`config.mk`:
```
export PLATFORM = sky130hd
export DESIGN_NAME = lbmrc_div3
export DESIGN_NICKNAME = d
export VERILOG_FILES = /design/src/lbmrc_pkg.sv /design/src/lbmrc_div3.sv
export SDC_FILE = /design/constraint.sdc
export NUM_CORES = 1
export LEC_CHECK = 0
export BUFFER_PORTS_ARGS = -buffer_cell sky130_fd_sc_hd__buf_2
export CORE_MARGIN = 2
export CORE_UTILIZATION = 50
export CTS_CLUSTER_DIAMETER = 40
export CTS_CLUSTER_SIZE = 28
export DETAILED_ROUTE_END_ITERATION = 10
export GPL_TIMING_DRIVEN = 0
export PLACE_DENSITY_LB_ADDON = 0.25
export SYNTH_ARGS = -nofsm -noshare
export SYNTH_HDL_FRONTEND = slang
export SYNTH_SLANG_ARGS = --single-unit
```
`constraint.sdc`:
```
create_clock -name clk -period 14.1 [get_ports clk]
set_input_delay 0.705 -clock clk [delete_from_list [all_inputs] [get_ports clk]]
set_output_delay 0.705 -clock clk [all_outputs]
set_load 0.1 [all_outputs]
```
`src/lbmrc_pkg.sv`:
```
`timescale 1ns / 1ps

package lbmrc_pkg;

    localparam int NUM_STAGES = 11;

    typedef logic [NUM_STAGES:1] stage_en_t;

    typedef logic [1:0] cfg_index_t;

    localparam cfg_index_t REG_INV_RELAX_TIME  = 2'd0;
    localparam cfg_index_t REG_REACTION_GAIN   = 2'd1;
    localparam cfg_index_t REG_REACTION_OFFSET = 2'd2;

    localparam logic [25:0]        INV_RELAX_TIME_RST  = 26'd16777216;
    localparam logic [30:0]        REACTION_GAIN_RST   = 31'd16777216;
    localparam logic signed [31:0] REACTION_OFFSET_RST = 32'sd1677722;

    localparam logic signed [63:0] Q_ONE  = 64'sd16777216;
    localparam logic signed [63:0] Q_MAX  = 64'sd2147483647;
    localparam logic signed [63:0] Q_MIN  = -64'sd2147483648;

    localparam logic signed [63:0] RND_24  = 64'sd8388608;
    localparam logic signed [63:0] RND_EQ3 = 64'sd25165824;
    localparam logic signed [63:0] RND_EQ6 = 64'sd50331648;

    localparam logic signed [63:0] DIV3_HI   = 64'sd6442450943;
    localparam logic signed [63:0] DIV3_LO   = -64'sd6442450944;
    localparam logic signed [63:0] DIV3_BIAS = 64'sd6442450944;
    localparam logic [30:0]        DIV3_RECIP = 31'h5555_5555;

    function automatic logic signed [31:0] sat32(input logic signed [63:0] x);
        logic signed [31:0] r;
        r = x[31:0];
        if (x > Q_MAX)
        begin
            r = 32'sh7fff_ffff;
        end
        else if (x < Q_MIN)
        begin
            r = 32'sh8000_0000;
        end
        return r;
    endfunction

    // clamp so that floor(t/3) saturates, then bias into the unsigned range
    function automatic logic [33:0] div3_arg(input logic signed [63:0] t);
        logic signed [63:0] clamped;
        clamped = t;
        if (t > DIV3_HI)
        begin
            clamped = DIV3_HI;
        end
        else if (t < DIV3_LO)
        begin
            clamped = DIV3_LO;
        end
        clamped = clamped + DIV3_BIAS;
        return clamped[33:0];
    endfunction

endpackage

```
`src/lbmrc_div3.sv`:
```
`timescale 1ns / 1ps

module lbmrc_div3 (
    input  logic               clk,
    input  logic [1:0]         en,
    input  logic [33:0]        x,
    output logic signed [31:0] q
);

    logic [63:0]        prod;
    logic [31:0]        q_est_next;
    logic [31:0]        q_est_reg;
    logic [33:0]        x_reg;
    logic [2:0]         three_q;
    logic [2:0]         rem;
    logic [31:0]        q_fix;
    logic signed [31:0] q_next;
    logic signed [31:0] q_reg;

    assign prod       = {30'b0, x} * {33'b0, lbmrc_pkg::DIV3_RECIP};
    assign q_est_next = prod[63:32];

    always_ff @(posedge clk)
    begin
        if (en[0])
        begin
            q_est_reg <= q_est_next;
            x_reg     <= x;
        end
    end

    // estimate is low by at most one: fix from the low remainder bits
    assign three_q = {q_est_reg[1:0], 1'b0} + q_est_reg[2:0];
    assign rem     = x_reg[2:0] - three_q;
    assign q_fix   = q_est_reg + {31'b0, (rem >= 3'd3)};
    assign q_next  = signed'({~q_fix[31], q_fix[30:0]});

    always_ff @(posedge clk)
    begin
        if (en[1])
        begin
            q_reg <= q_next;
        end
    end

    assign q = q_reg;

endmodule

```
**Word level (Yosys, flattened, before mapping)**

Cells that the tools add are included.

- Register bits after elaboration: 67
- Input port bits: 37
- Output and inout port bits: 32
- Logic and storage cells: 9

- Add/subtract/negate cells: 3
- Multiply operators: 1
- Order comparisons: 1
- Bitwise logic cells: 1

Operators with widths:

| kind | count |
|---|---|
| $mul 34x31->64 const B | 1 |
| $add 32x1->32 | 1 |
| $add 3x3->3 | 1 |
| $ge 3x2->1 const B | 1 |
| $sub 3x3->3 | 1 |
| $not 1->1 | 1 |

**Logic depth before layout (Yosys ltp)**

- Depth in word-level cells: 5
- Gate-level depth with buffers: 25
- Mapped depth without buffers: 25

**Worst setup path after synthesis**

No wires, ideal clock.

- Path kind: in2reg
- Start: input port x[5]
- End: register q_est_reg[23], data pin
- Setup time: 0.262 ns
- Arrival: 6.887 ns
- Data required time: 13.838 ns
- Setup slack: 6.951 ns
- Cell stages on the path: 22
- Path buffers: 0
- Cells stage by stage: ha_1 -> xor2_1 -> ha_1 -> or2_2 -> fa_1 -> inv_1 -> fa_1 -> inv_1 -> fa_1 -> fa_1 -> fa_1 -> fa_1 -> ha_1 -> a21oi_1 -> o21ai_1 -> a221o_1 -> a221oi_2 -> a211oi_1 -> or3b_4 -> a21oi_2 -> o21bai_1 -> xor2_1

- Longest elaborated chain between the ends: 1

RTL lines:

| element | RTL line | RTL |
|---|---|---|
| start: declaration | lbmrc_div3.sv:6 | `input logic [33:0] x,` |
| $mul 34x31->64 | lbmrc_div3.sv:20 | `assign prod = {30'b0, x} * {33'b0, lbmrc_pkg::DIV3_RECIP};` |
| via prod[55] | lbmrc_div3.sv:10 | `logic [63:0] prod;` |
| end signal: assignment | lbmrc_div3.sv:27 | `q_est_reg <= q_est_next;` |
| end: declaration | lbmrc_div3.sv:12 | `logic [31:0] q_est_reg;` |

The timed path passes the listed nets, and every way through them passes these cells.
A chain may end at the register's enable or synchronous reset.

**Worst setup path after layout**

- Start: input port x[15]
- End: register q_est_reg[31], data pin

The elaborated chain is that of the path after synthesis.

==> summary.md <==
| Metric | Value |
|---|---|
| Vias in the first global route | `roughly 14,000` |
| # IOs | `69` |
| Clk_skew | `between 0.005 and 0.006 ns` |
| Post-route clock period utilization | `0.591` |
| Routed Wire Length | `just over 50,000 um` |
| Clock Tree Buf Depth | `2` |
| Post-synthesis compound-gate area fraction | `0.0626` |
| Fill count | `3,436` |
| Hold Slack | `about 0.57 ns` |
| FMAX | `120 MHz` |
| Cell Area, Synth | `0.0189 sq mm` |
| Buf/Inv on CP | `5` |
| Startpoint Class | `input pin` |
| Area growth from synthesis to layout | `6.54%` |
| Top_reg_cell synth | `edfxtp_1` |
| DR DRC count | `0` |
| Max-cap violation count | `0` |
| Layout cells sized above 1 | `0.0488` |
| Design area | `between 0.02 and 0.025 sq mm` |
| WP data arrival | `8.43 ns` |
| Most common cell after layout, fill and taps aside | `inv_1` |
| Seq/Total Area, Yosys | `0.106` |
| Antenna Cells | `0` |
| Least-Margin Pin Slew | `between 0.8 and 0.9 ns` |
| Worst Hold Class | `reg -> reg` |
| Area after DPL | `between 0.015 and 0.02 sq mm` |
| Mux contribution to synthesized area | `0` |
| Die Ht | `approximately 200 um` |
| Fin nets | `2,653` |
| Post-DP HPWL | `47,100 um` |
| Cell variety after synth | `54` |
| Outcome | `complete, no violations` |
| Largest family of logic cells by synthesized area | `adder cells` |
| Cell Chain, Critical Path | `buf_2 -> ha_1 -> xor2_1 -> ha_1 -> inv_1 -> fa_1 -> fa_1 -> inv_1 -> fa_1 -> fa_1 -> fa_1 -> inv_1 -> fa_1 -> inv_1 -> ha_1 -> nand4_1 -> nor3_1 -> o2111ai_1 -> a211oi_1 -> or3b_4 -> a21oi_2 -> or2_4 -> o311ai_1` |
| Clk sinks | `67` |
| CTS tree | `yes` |
| CTS root buf | `clkbuf_16` |
| Post-synthesis xor/xnor area fraction | `0.0468` |
| Num CTS Buffers | `9` |
| DR pass1 iterations | `6` |
| Post-CTS Hold Fix Bufs | `0` |
| Largest net degree at the start of global routing | `36` |
| Simple-Gate Fraction of Synth Area | `0.0585` |
| Asr flop ratio synth | `0` |
| Core area | `about 0.037 sq mm` |
| Worst setup EP type | `flop` |
| Critical path peak fanout | `7` |
| Post-cts gate resize count | `0` |
| Syn_area_per_cell | `a little over 10 sq um` |
| Yosys top cell area share | `0.386` |
| Global placer's final weighted congestion | `between 1 and 1.5` |
| Final hold violations | `0` |
| Reg clk slew, reported paths | `roughly 0.05 ns` |
| Most frequent CP cell | `fa_1` |
| DIE AREA | `0.0394 sq mm` |
| Tot GR Track Use | `0.270` |
| Most frequent cells in the layout | `542 x inv_1, 364 x fa_1, 350 x ha_1` |
| Worst Path Required | `14.20 ns` |
| Chip width | `roughly 200 um` |
| Port bufs | `about 70` |
| CP max-delay cell | `fa_1` |
| Syn Nets | `around 2,600` |
| Synth Instances | `about 1,800` |
| Vias | `12,900` |
| Top Family by Delay on Critical Path | `adder cells` |
| Initial Util | `0.505` |
| Std cell rows | `71` |
| Syn. warnings | `0` |
| Dominant cell type by area after synthesis | `fa_1` |
| Max-Slew Margin vs Limit | `0.392` |
| Post-layout minimum cycle time | `~8.3 ns` |
| Slowest Stage Delay on Critical Path | `just under 0.6 ns` |
| Clock Latency Late Sink | `~0.32 ns` |
| RSZ-0062 raised after global routing | `no` |
| Vias/cell | `around 5.3` |
| H-Tree Depth | `3` |
| Count of pins over their slew limit | `0` |
| Main area contributors after synthesis | `fa_1 39%, ha_1 23%, inv_1 11%` |
| EDFF count, synth | `67` |
| Crit Path Category | `in -> reg` |
| Antenna viol nets, final | `0` |
| Postcts setup bufs | `0` |
| Initial antenna violation count | `0` |
| First-pass GRT wire length | `just under 80,000 um` |
| Seq cells post-synth | `67` |
| Post-Synth Adder-Cell Area | `0.617` |
| Final-report setup violation count | `0` |
| Drt wl/cell | `approximately 21 um` |
| Fin Setup TNS | `0 ns` |
| Total gr overflow | `0` |
| Initial drt markers | `around 760` |
layer usage:
layer / share of wire / GRT usage / vias up
li1: - / - / 5875
met1: 0.43 / 0.364 / 6570
met2: 0.48 / 0.448 / 326
met3: 0.043 / 0.0359 / 82
met4: 0.040 / 0.0980 / 0
met5: 0 / 0 / -
Yosys cell counts, types with 3 or more instances:
| master | n |
|---|---|
| o21ai_0 | 28 |
| xor2_1 | 47 |
| nand3_1 | 29 |
| ha_1 | 350 |
| and3_1 | 16 |
| o21a_1 | 4 |
| nand4_1 | 17 |
| a21oi_1 | 52 |
| nor3_1 | 10 |
| nor4_1 | 3 |
| clkbuf_1 | 3 |
| nor2_1 | 39 |
| a311oi_1 | 3 |
| xnor2_1 | 54 |
| and2_1 | 15 |
| o21bai_1 | 12 |
| a31oi_1 | 5 |
| a211oi_1 | 10 |
| or2_2 | 5 |
| fa_1 | 364 |
| a21o_1 | 29 |
| a311o_1 | 3 |
| o211ai_1 | 6 |
| nand2_1 | 54 |
| edfxtp_1 | 67 |
| nand2b_1 | 8 |
| nor2b_1 | 7 |
| inv_1 | 542 |
through the flow:
stage | util | worst slack (ns) | cells
6_report | 0.538 | 5.77 | 2418
5_1_grt | 0.538 | 5.46 | 2418
2_1_floorplan | - | 6.95 | 1823
3_3_place_gp | 0.531 | 5.62 | 2402
4_1_cts | 0.538 | 5.85 | 2418
3_5_place_dp | 0.531 | 5.57 | 2402
path summary, 6_finish.rpt:
| kind | start | end | slack, ns | cells after the start |
|---|---|---|---|---|
| setup / recovery | x[15] | q_est_reg[31] | 5.77 | 23 |
| hold / removal | q_est_reg[31] | q[31] | 0.57 | 1 |
| setup reg to reg | q_est_reg[0] | q[28] | 10.36 | 14 |
| hold reg to reg | q_est_reg[31] | q[31] | 0.57 | 1 |
final cells by class:
cell class	instances	area [sq um]	area share
plain buffers	3	11.3	0.000559
well taps	511	639	0.0318
repair buffers	68	340	0.0169
multi-input cells	1211	14800	0.737
clock inverters	3	15.0	0.000746
inverters	542	2030	0.101
clock buffers	13	240	0.0119
flip-flops and latches	67	2010	0.0999
logic make-up (layout without fill, tap and decap cells):
kind of cell               Yosys count  after routing
AOI/OAI and AO/OA                  179            179
xor gates and xnor gates           101            101
adders and majority gates          714            714
buffers and inverters              545            629
DFF                                 67             67
and+or+nand+nor                    217            217
Power is left out: the tool's default activity adds up to more than one toggle a clock period on the data nets, which glitch-free logic cannot reach.
